File: src/sv/dsst_pkg.sv
// Shared types and constants for the disc sector seek translator.
// Used by dsst_cell, dsst_tail and disc_sector_seek_translator_core.
// No dependencies.
`default_nettype none

package dsst_pkg;

    localparam int MAX_REGIONS = 16;

    localparam logic [10:0] RAW_WORDS  = 11'd1176;
    localparam logic [7:0]  XA_DISC    = 8'h20;
    localparam logic [7:0]  AUDIO_MODE = 8'h12;
    localparam logic [7:0]  EMPTY_TYPE = 8'hFF;

    localparam logic [1:0] OP_LOAD       = 2'd0;
    localparam logic [1:0] OP_DATA_SEEK  = 2'd1;
    localparam logic [1:0] OP_AUDIO_SEEK = 2'd2;

    localparam logic REG_REGION_COUNT = 1'b0;
    localparam logic REG_DISC_CODE    = 1'b1;

    // Read-mode select field, bits 3..1 of the mode byte.
    localparam logic [2:0] SEL_PLAIN    = 3'd0;
    localparam logic [2:0] SEL_AUDIO    = 3'd1;
    localparam logic [2:0] SEL_MODE1    = 3'd2;
    localparam logic [2:0] SEL_MODE2    = 3'd3;
    localparam logic [2:0] SEL_XA_FORM1 = 3'd4;
    localparam logic [2:0] SEL_XA_FORM2 = 3'd5;
    localparam logic [2:0] SEL_RAW      = 3'd6;
    localparam logic [2:0] SEL_BAD      = 3'd7;

    // Scan packet handed from cell to cell.
    typedef struct packed {
        logic        valid;
        logic [1:0]  op;
        logic [23:0] sector;
        logic [7:0]  mode;
        logic        hit;
        logic        stop;
        logic [23:0] start;
        logic [7:0]  rtype;
        logic [31:0] block;
    } t_scan;

    typedef struct packed {
        logic        ok;
        logic [31:0] file_block;
        logic [7:0]  word_offset;
        logic [7:0]  skip_before_words;
        logic [7:0]  skip_after_words;
        logic [10:0] payload_words;
        logic [7:0]  subcode_first;
        logic        toc_flag;
    } t_result;

endpackage

`default_nettype wire

File: src/sv/disc_sector_seek_translator_core.sv
// Top level of the disc sector seek translator: configuration registers,
// the region scan chain of dsst_cell, dsst_tail and the output register.
// Depends on dsst_pkg, dsst_cell and dsst_tail.
//
//   Channel   Direction  Handshake                  Payload
//   input     in         i_in_valid / o_in_ready    i_opcode .. i_read_mode
//   result    out        o_out_valid / i_out_ready  o_ok .. o_toc_flag
//   config    in         i_cfg_valid / o_cfg_ready  i_cfg_index, i_cfg_data
//
// Every item passes once down the chain of MAX_REGIONS cells, then through two
// tail stages, and lands in the output register when it leaves the second.
// One item is in flight at a time, so a new item is taken only after the result
// of the last has left the tail for the output register.
// A load writes its table cell at the input transfer. A stalled result holds
// the last tail stage and the input stays closed until the result moves on.
// Configuration writes are taken only while no item is in flight, and an
// offered write holds the input closed.
// Reset clears the configuration registers and the control state; table
// entries are undefined until loaded.
`default_nettype none

module disc_sector_seek_translator_core import dsst_pkg::*; (
    input  logic        i_clk,
    input  logic        i_rst_n,
    input  logic        i_in_valid,
    output logic        o_in_ready,
    input  logic [1:0]  i_opcode,
    input  logic [3:0]  i_region_slot,
    input  logic [23:0] i_region_start,
    input  logic [7:0]  i_region_type,
    input  logic [31:0] i_region_file_block,
    input  logic [23:0] i_sector,
    input  logic [7:0]  i_read_mode,
    output logic        o_out_valid,
    input  logic        i_out_ready,
    output logic        o_ok,
    output logic [31:0] o_file_block,
    output logic [7:0]  o_word_offset,
    output logic [7:0]  o_skip_before_words,
    output logic [7:0]  o_skip_after_words,
    output logic [10:0] o_payload_words,
    output logic [7:0]  o_subcode_first,
    output logic        o_toc_flag,
    input  logic        i_cfg_valid,
    output logic        o_cfg_ready,
    input  logic        i_cfg_index,
    input  logic [7:0]  i_cfg_data
);

    logic [4:0]  r_region_count;
    logic [7:0]  r_disc_code;
    logic        r_busy;
    logic        r_out_valid;
    t_result     r_out;

    logic        in_xfer;
    logic        cfg_xfer;
    logic        take;
    logic        tail_valid;
    t_result     tail_res;
    t_scan       scan_link [MAX_REGIONS+1];
    logic [MAX_REGIONS-1:0] chain_valid;

    assign in_xfer     = i_in_valid && o_in_ready;
    assign cfg_xfer    = i_cfg_valid && o_cfg_ready;
    assign o_in_ready  = !r_busy && !i_cfg_valid;
    assign o_cfg_ready = !r_busy;
    assign take        = !r_out_valid || i_out_ready;

    always_comb begin
        scan_link[0].valid  = in_xfer;
        scan_link[0].op     = i_opcode;
        scan_link[0].sector = i_sector;
        scan_link[0].mode   = i_read_mode;
        scan_link[0].hit    = 1'b0;
        scan_link[0].stop   = 1'b0;
        scan_link[0].start  = i_sector;
        scan_link[0].rtype  = EMPTY_TYPE;
        scan_link[0].block  = '0;
    end

    for (genvar g = 0; g < MAX_REGIONS; g++) begin : g_cell
        logic wr_sel;
        logic active;

        assign wr_sel = in_xfer && (i_opcode == OP_LOAD) && (32'(i_region_slot) == g);
        assign active = 32'(r_region_count) > g;
        assign chain_valid[g] = scan_link[g+1].valid;

        dsst_cell u_cell (
            .i_clk      (i_clk),
            .i_rst_n    (i_rst_n),
            .i_wr       (wr_sel),
            .i_wr_start (i_region_start),
            .i_wr_type  (i_region_type),
            .i_wr_block (i_region_file_block),
            .i_active   (active),
            .i_scan     (scan_link[g]),
            .o_scan     (scan_link[g+1])
        );
    end

    dsst_tail u_tail (
        .i_clk   (i_clk),
        .i_rst_n (i_rst_n),
        .i_scan  (scan_link[MAX_REGIONS]),
        .i_xa    (r_disc_code == XA_DISC),
        .i_empty (r_region_count == '0),
        .i_take  (take),
        .o_valid (tail_valid),
        .o_res   (tail_res)
    );

    always_ff @(posedge i_clk) begin
        if (!i_rst_n) begin
            r_region_count <= '0;
            r_disc_code    <= '0;
            r_busy         <= 1'b0;
            r_out_valid    <= 1'b0;
        end else begin
            if (cfg_xfer) begin
                unique case (i_cfg_index)
                    REG_REGION_COUNT: r_region_count <= i_cfg_data[4:0];
                    REG_DISC_CODE:    r_disc_code    <= i_cfg_data;
                    default:          r_disc_code    <= r_disc_code;
                endcase
            end
            if (in_xfer) begin
                r_busy <= 1'b1;
            end else if (tail_valid && take) begin
                r_busy <= 1'b0;
            end
            if (tail_valid && take) begin
                r_out_valid <= 1'b1;
            end else if (i_out_ready) begin
                r_out_valid <= 1'b0;
            end
        end
    end

    always_ff @(posedge i_clk) begin
        if (tail_valid && take) begin
            r_out <= tail_res;
        end
    end

    assign o_out_valid         = r_out_valid;
    assign o_ok                = r_out.ok;
    assign o_file_block        = r_out.file_block;
    assign o_word_offset       = r_out.word_offset;
    assign o_skip_before_words = r_out.skip_before_words;
    assign o_skip_after_words  = r_out.skip_after_words;
    assign o_payload_words     = r_out.payload_words;
    assign o_subcode_first     = r_out.subcode_first;
    assign o_toc_flag          = r_out.toc_flag;

    a_one_in_chain: assert property (@(posedge i_clk) disable iff (!i_rst_n)
        $onehot0(chain_valid))
        else $error("More than one item travels the scan chain.");

    a_tail_when_busy: assert property (@(posedge i_clk) disable iff (!i_rst_n)
        tail_valid |-> r_busy)
        else $error("The tail holds a result with no item in flight.");

    a_result_from_item: assert property (@(posedge i_clk) disable iff (!i_rst_n)
        $rose(o_out_valid) |-> $past(r_busy))
        else $error("A result appeared with no item in flight.");

    a_chain_idle: assert property (@(posedge i_clk) disable iff (!i_rst_n)
        !r_busy |-> (chain_valid == '0) && !tail_valid)
        else $error("The scan chain is active while the block is idle.");

endmodule

`default_nettype wire

File: src/sv/dsst_cell.sv
// One cell of the region scan chain: holds one region table entry and
// one stage of the scan packet. Depends on dsst_pkg.
`default_nettype none

module dsst_cell import dsst_pkg::*; (
    input  logic        i_clk,
    input  logic        i_rst_n,
    input  logic        i_wr,
    input  logic [23:0] i_wr_start,
    input  logic [7:0]  i_wr_type,
    input  logic [31:0] i_wr_block,
    input  logic        i_active,
    input  t_scan       i_scan,
    output t_scan       o_scan
);

    logic [23:0] r_start;
    logic [7:0]  r_type;
    logic [31:0] r_block;
    t_scan       r_scan;
    t_scan       n_scan;
    logic        is_seek;

    assign is_seek = (i_scan.op == OP_DATA_SEEK) || (i_scan.op == OP_AUDIO_SEEK);

    always_comb begin
        n_scan = i_scan;
        if (i_scan.valid && is_seek && i_active && !i_scan.stop) begin
            if (i_scan.sector >= r_start) begin
                n_scan.hit   = 1'b1;
                n_scan.start = r_start;
                n_scan.rtype = r_type;
                n_scan.block = r_block;
            end else begin
                n_scan.stop = 1'b1;
            end
        end
    end

    always_ff @(posedge i_clk) begin
        if (i_wr) begin
            r_start <= i_wr_start;
            r_type  <= i_wr_type;
            r_block <= i_wr_block;
        end
    end

    always_ff @(posedge i_clk) begin
        if (!i_rst_n) begin
            r_scan <= '0;
        end else begin
            r_scan <= n_scan;
        end
    end

    assign o_scan = r_scan;

endmodule

`default_nettype wire

File: src/sv/dsst_tail.sv
// Translation stages after the scan chain: read-mode decode, the
// offset multiply and the final block and word arithmetic. Depends on dsst_pkg.
`default_nettype none

module dsst_tail import dsst_pkg::*; (
    input  logic    i_clk,
    input  logic    i_rst_n,
    input  t_scan   i_scan,
    input  logic    i_xa,
    input  logic    i_empty,
    input  logic    i_take,
    output logic    o_valid,
    output t_result o_res
);

    localparam logic [7:0] SKIP_ECC_XA   = 8'd140;
    localparam logic [7:0] SKIP_ECC      = 8'd144;
    localparam logic [7:0] SKIP_EDC_XA   = 8'd2;
    localparam logic [7:0] SKIP_SUBHDR   = 8'd4;
    localparam logic [7:0] SKIP_SYNC_HDR = 8'd8;

    logic [7:0]  mode;
    logic [2:0]  sel;
    logic        dec_fail;
    logic [7:0]  dec_sb;
    logic [7:0]  dec_sa;

    logic        r_s1_valid;
    logic [1:0]  r_s1_op;
    logic [23:0] r_s1_diff;
    logic        r_s1_fail;
    logic [7:0]  r_s1_sb;
    logic [7:0]  r_s1_sa;
    logic [7:0]  r_s1_rtype;
    logic [31:0] r_s1_block;

    logic        r_s2_valid;
    logic [1:0]  r_s2_op;
    logic [31:0] r_s2_w;
    logic        r_s2_fail;
    logic [7:0]  r_s2_sb;
    logic [7:0]  r_s2_sa;
    logic [7:0]  r_s2_rtype;
    logic [31:0] r_s2_block;

    logic [31:0] prod;
    logic [8:0]  sum;
    logic        carry;
    logic [31:0] seek_blk;

    assign mode = (i_scan.op == OP_AUDIO_SEEK) ? AUDIO_MODE : i_scan.mode;
    assign sel  = mode[3:1];

    always_comb begin
        dec_fail = 1'b0;
        dec_sb   = '0;
        dec_sa   = '0;
        unique case (sel)
            SEL_PLAIN: begin
                if (!mode[4]) begin
                    if (!i_scan.rtype[2]) begin
                        dec_fail = 1'b1;
                    end else if (i_xa) begin
                        dec_sa = SKIP_ECC_XA;
                        if (!mode[6]) begin
                            dec_sb = SKIP_SUBHDR;
                        end
                    end else begin
                        dec_sa = SKIP_ECC;
                    end
                end
            end
            SEL_AUDIO: begin
                if (i_scan.rtype[2]) begin
                    dec_fail = 1'b1;
                end
            end
            SEL_MODE1, SEL_MODE2: begin
                if (sel == SEL_MODE1) begin
                    dec_sa = SKIP_ECC;
                end
                if (!i_scan.rtype[2] || i_xa) begin
                    dec_fail = 1'b1;
                end
            end
            SEL_XA_FORM1, SEL_XA_FORM2: begin
                dec_sa = (sel == SEL_XA_FORM1) ? SKIP_ECC_XA : SKIP_EDC_XA;
                if (!i_scan.rtype[2] || !i_xa) begin
                    dec_fail = 1'b1;
                end
                if (!mode[6]) begin
                    dec_sb = SKIP_SUBHDR;
                end
            end
            SEL_RAW: begin
                dec_fail = 1'b0;
            end
            SEL_BAD: begin
                dec_fail = 1'b1;
            end
            default: begin
                dec_fail = 1'b1;
            end
        endcase
        if (mode[4]) begin
            dec_sb = '0;
            dec_sa = '0;
        end else if (!mode[5]) begin
            dec_fail = 1'b1;
        end else if (!mode[7]) begin
            dec_sb = dec_sb + SKIP_SYNC_HDR;
        end
        if (!i_scan.hit && !i_empty) begin
            dec_fail = 1'b1;
        end
    end

    always_ff @(posedge i_clk) begin
        if (!i_rst_n) begin
            r_s1_valid <= 1'b0;
            r_s2_valid <= 1'b0;
        end else begin
            r_s1_valid <= i_scan.valid;
            if (r_s1_valid) begin
                r_s2_valid <= 1'b1;
            end else if (i_take) begin
                r_s2_valid <= 1'b0;
            end
        end
    end

    always_ff @(posedge i_clk) begin
        r_s1_op    <= i_scan.op;
        r_s1_diff  <= i_scan.sector - i_scan.start;
        r_s1_fail  <= dec_fail;
        r_s1_sb    <= dec_sb;
        r_s1_sa    <= dec_sa;
        r_s1_rtype <= i_scan.rtype;
        r_s1_block <= i_scan.block;
        if (r_s1_valid) begin
            r_s2_op    <= r_s1_op;
            r_s2_w     <= prod;
            r_s2_fail  <= r_s1_fail;
            r_s2_sb    <= r_s1_sb;
            r_s2_sa    <= r_s1_sa;
            r_s2_rtype <= r_s1_rtype;
            r_s2_block <= r_s1_block;
        end
    end

    assign prod     = 32'(r_s1_diff) * 32'(RAW_WORDS);
    assign sum      = 9'(r_s2_w[7:0]) + 9'(r_s2_sb);
    assign carry    = (r_s2_op == OP_DATA_SEEK) && sum[8];
    assign seek_blk = (r_s2_w >> 8) + r_s2_block + 32'(carry);

    always_comb begin
        o_res = '0;
        case (r_s2_op)
            OP_LOAD: begin
                o_res.ok = 1'b1;
            end
            OP_DATA_SEEK, OP_AUDIO_SEEK: begin
                if (!r_s2_fail) begin
                    o_res.ok                = 1'b1;
                    o_res.file_block        = seek_blk;
                    o_res.skip_before_words = r_s2_sb;
                    o_res.skip_after_words  = r_s2_sa;
                    o_res.payload_words     = RAW_WORDS - 11'(r_s2_sb) - 11'(r_s2_sa);
                    if (r_s2_op == OP_DATA_SEEK) begin
                        o_res.word_offset = sum[7:0];
                    end else begin
                        o_res.subcode_first = {r_s2_rtype[3:0], 4'b0001};
                        o_res.toc_flag      = r_s2_rtype[7];
                    end
                end
            end
            default: begin
                o_res = '0;
            end
        endcase
    end

    assign o_valid = r_s2_valid;

endmodule

`default_nettype wire
File: config.mk
export PLATFORM = sky130hd
export DESIGN_NAME = disc_sector_seek_translator_core
export DESIGN_NICKNAME = d
export VERILOG_FILES = /design/src/sv/dsst_pkg.sv /design/src/sv/disc_sector_seek_translator_core.sv /design/src/sv/dsst_cell.sv /design/src/sv/dsst_tail.sv
export SDC_FILE = /design/constraint.sdc
export NUM_CORES = 2
export LEC_CHECK = 0
export BUFFER_PORTS_ARGS = -buffer_cell sky130_fd_sc_hd__buf_2
export CAP_MARGIN = 5
export CORE_UTILIZATION = 52
export DETAILED_ROUTE_END_ITERATION = 8
export PLACE_DENSITY = 0.66
export SLEW_MARGIN = 20
export SYNTH_ARGS = -nofsm -noshare
export SYNTH_HDL_FRONTEND = slang
export SYNTH_SLANG_ARGS = --single-unit
File: constraint.sdc
create_clock -name i_clk -period 8.15 [get_ports i_clk]
set_input_delay 1.2225 -clock i_clk [delete_from_list [all_inputs] [get_ports i_clk]]
set_output_delay 1.2225 -clock i_clk [all_outputs]
set_load 0.005 [all_outputs]
==> results.md <==
- Initial detailed-routing violation count: ~4400
- DP Wirelength: around 160000 um
- Post-route total power: around 28 mW
- Startpoint types: flop
- Hold Path Cell Cnt: 0
- Largest net degree at the start of global routing: 218
- DRC errors left: 0
- Sequential standard cell area: between 0.06 and 0.07 sq mm
- Data required time at the worst endpoint: about 9 ns
- # hold bufs at CTS: 0
- Cell-by-cell trace of the critical path: ha_1 > fa_1 > inv_1 > fa_1 > inv_1 > ha_1 > a21o_1 > o21a_1 > a311o_1 > a221oi_1 > o31ai_1 > nand4b_1 > o211ai_1
- Number of global-route vias before repair: between 60000 and 70000
- Initial Util: between 50% and 60%
- Crit Reg-Reg Startpoint: u_tail.r_s1_diff[5]
- Die Height: between 400 and 500 um
- Clock buffer count from CTS: ~290
- Routed WL: ~230000 um
- Most frequent cells in the layout: dfxtp_1, nand2_1, edfxtp_1
- Critical Path Max Stage Delay: between 0.8 and 0.9 ns
- Commonest non-fill, non-tap cell in the layout: dfxtp_1
- Total Nets Final: between 10000 and 15000
- Multi-input gate area: between 0.03 and 0.04 sq mm
- Pre-Repair DR Iteration Count: 6
- Total GRT Usage: 22.08%
- Syn Inst Count: ~9600
- Worst Path Arrival: roughly 5.3 ns
- RSZ-0062 raised after global routing: no
- Core area: 0.2046 sq mm
- Core Rows: about 170
- Post-synthesis register bit count: 2749
- Clock transition at the registers of the reported paths: roughly 0.060 ns
- Slew margin rel.: a little under a quarter
- Seq/Total Area, Yosys: approximately 62%
- Setup_tns: 0 ns
- Crit path max fanout: 5
- Buffers on Ports: 176
- Initial antenna violation count: 5
- Post-route clock period utilization: a little under three fifths
- Worst min path class: flop to flop
- GRT overflow: 0
- CTS tree: yes
- Max H-tree Level: 5
- Fin. Hold Viols: 0
- Setup CP Type: flop to flop
- Final setup viols: 0
- Cts repair resizes: 0
- Slack of the worst reg-to-reg path: approximately 3.5 ns
- First-pass GRT wire length: ~370000 um
- Post-CTS Setup Inserts: 0
- Final Max Slew Viols: 0
- Routed vias/inst: ~5.3
- Worst vdd rail ir drop: ~240 uV
- Hold Path End: u_tail.r_s1_block[28]
- Worst R2R End: u_tail.r_s2_w[24]
- CP delay by family, top: compound AO/OA/AOI/OAI gates
- Layout cells sized above 1: 8.681%
- Synthesis Warnings: 0
- Post-Synthesis Cell Area: roughly 0.11 sq mm
- Clock Skews: roughly 0.053 ns
- Post-route cell area: roughly 0.12 sq mm
- Slew @ Worst Pin: between 1 and 1.5 ns
- Post-synth EDFFs: 1111
- Final Critical Period: between 4 and 5 ns
- Area after DPL: 0.1102 sq mm
- Crit. End Element: flop
- CP max-delay cell: a221oi_1
- CTS sink cnt: between 2000 and 3000
- Die ar.: between 0.2 and 0.25 sq mm
- Max Cap Viol: 0
- Path depth of the worst reg2reg path: 13
- Setup WS pre-CTS: ~3.4 ns
- WP buf/inv: 2
- Clock root cell: clkbuf_16
- Post-synth ARST share: 0%
- DR vias: 66650
- Post-Syn Area per Cell: 11.19 sq um
- Fmax: 0.2147 GHz
- I/O Pins: approximately 200
- Worst hold start: g_cell[15].u_cell.o_scan[28]
- Post-DRT Antenna Nets: 0
- WL/cell: ~19 um
- Clock buffer depth: 4
- RePlAce Congestion: around 0.87
- Distinct cells, synth: 80
- Die X-Extent: roughly 460 um
- Status: finished, final reports clean
- DP Cell Count: about 12000
- Fillers: about 17000
- Main synth FF type: dfxtp_1
- PwrDens: roughly 230 mW/mm^2
- Final Non-Filler Cells: ~12000
- Worst-Skew Late Latency: between 0.9 and 1 ns
- Post-route worst setup slack: approximately 3.5 ns
- Leak Pwr: between 40 and 50 nW
- Area delta synth->final: 11.58%
flip-flops by register name, summed over array words and instances, names as in the netlist, 3 cells and up:
register,flops
g_cell.u_cell.r_type,80
r_region_count,5
o_word_offset,6
u_tail.r_s1_diff,24
o_subcode_first,5
u_tail.r_s1_rtype,5
o_payload_words,10
g_cell.u_cell.r_block,512
u_tail.r_s2_w,29
u_tail.r_s1_sa,4
g_cell.u_cell.o_scan,1551
u_tail.r_s2_sa,4
u_tail.r_s2_rtype,5
r_disc_code,8
o_file_block,32
u_tail.r_s2_block,32
u_tail.r_s1_block,32
o_skip_after_words,3
g_cell.u_cell.r_start,384
where the power goes:
part           leakage (nW)  switching [mW]  internal [mW]
clock network          4.49            5.10           7.59
registers              23.0          0.0588           14.4
logic                  18.2           0.579          0.226
final cells by class:
type | count | area share, %
inverters | 562 | 1.773
multi-input cells | 5703 | 30.93
clock buffers | 434 | 7.064
well taps | 2688 | 2.816
clock inverters | 78 | 0.6370
flip-flops and latches | 2749 | 55.40
diodes | 5 | 0.01048
repair buffers | 265 | 1.370
per-layer routing:
metal | part of all wire [%] | track usage, %
met1 | 46 | 29.44
met2 | 47 | 36.61
met3 | 4.4 | 3.129
met4 | 3.1 | 8.219
met5 | 0 | 0
per-stage QoR:
stage | util, % | hold slack, ns
2_1_floorplan | - | 0.3096
3_3_place_gp | 53.85 | 0.3123
3_5_place_dp | 53.86 | 0.3121
4_1_cts | 58.35 | 0.3102
5_1_grt | 58.37 | 0.3145
6_report | 58.37 | 0.3058
worst max path at each step:
stage	startpoint	endpoint	depth (start not counted)
2_1_floorplan	i_cfg_valid	g_cell[0].u_cell.r_block[0]	5
3_3_place_gp	u_tail.r_s1_diff[5]	u_tail.r_s2_w[24]	13
3_5_place_dp	u_tail.r_s1_diff[5]	u_tail.r_s2_w[24]	13
4_1_cts	u_tail.r_s1_diff[5]	u_tail.r_s2_w[24]	13
5_1_grt	u_tail.r_s1_diff[5]	u_tail.r_s2_w[24]	13
6_report	u_tail.r_s1_diff[5]	u_tail.r_s2_w[24]	13
cells in the mapped netlist, types with 17 or more instances:
cell          n  area (sq um)
nor2_1      215         807.0
buf_2        46         230.2
edfxtp_1   1111         33360
nand4_1     101         631.9
nor3_1       60         300.3
nor4_1       20         125.1
a21oi_1     478          2392
dfxtp_1    1638         32790
inv_1       562          2110
ha_1        525          6569
nand2_1    1291          4846
buf_4        17         127.6
fa_1         41         820.8
or3_1        36         225.2
xor2_1       33         289.0
nand3b_1     40         300.3
nor2b_1      32         200.2
a31oi_1      70         437.9
xnor2_1      44         385.4
o211ai_1     35         262.8
o21a_1       39         292.8
mux2i_1     261          2613
a21o_1      125         938.4
clkbuf_1    456          1712
a22oi_1     115         863.3
and2_1      560          3503
mux2_2      112          1261
buf_1        35         131.4
a2bb2oi_1    25         219.0
nand3_1     546          2733
and3_1       49         306.5
a211oi_1     32         240.2
o21ai_0     546          2733
a32oi_1      61         534.3
nand2b_1     29         181.4
kinds of logic (layout without fill, tap and decap cells):
group / count (synthesis) / count (layout) / share of synthesized area [%]
flops: 2749 / 2749 / 61.81
fa+ha+maj: 566 / 566 / 6.904
other cells: 1 / 20 / 0.003504
buf+inv: 1124 / 1339 / 4.112
compound gates: 1630 / 1630 / 9.182
xor+xnor: 77 / 77 / 0.6301
simple gates: 3039 / 3039 / 13.71
mux: 376 / 376 / 3.651
No activity file was read; power rests on OpenSTA's default activity.
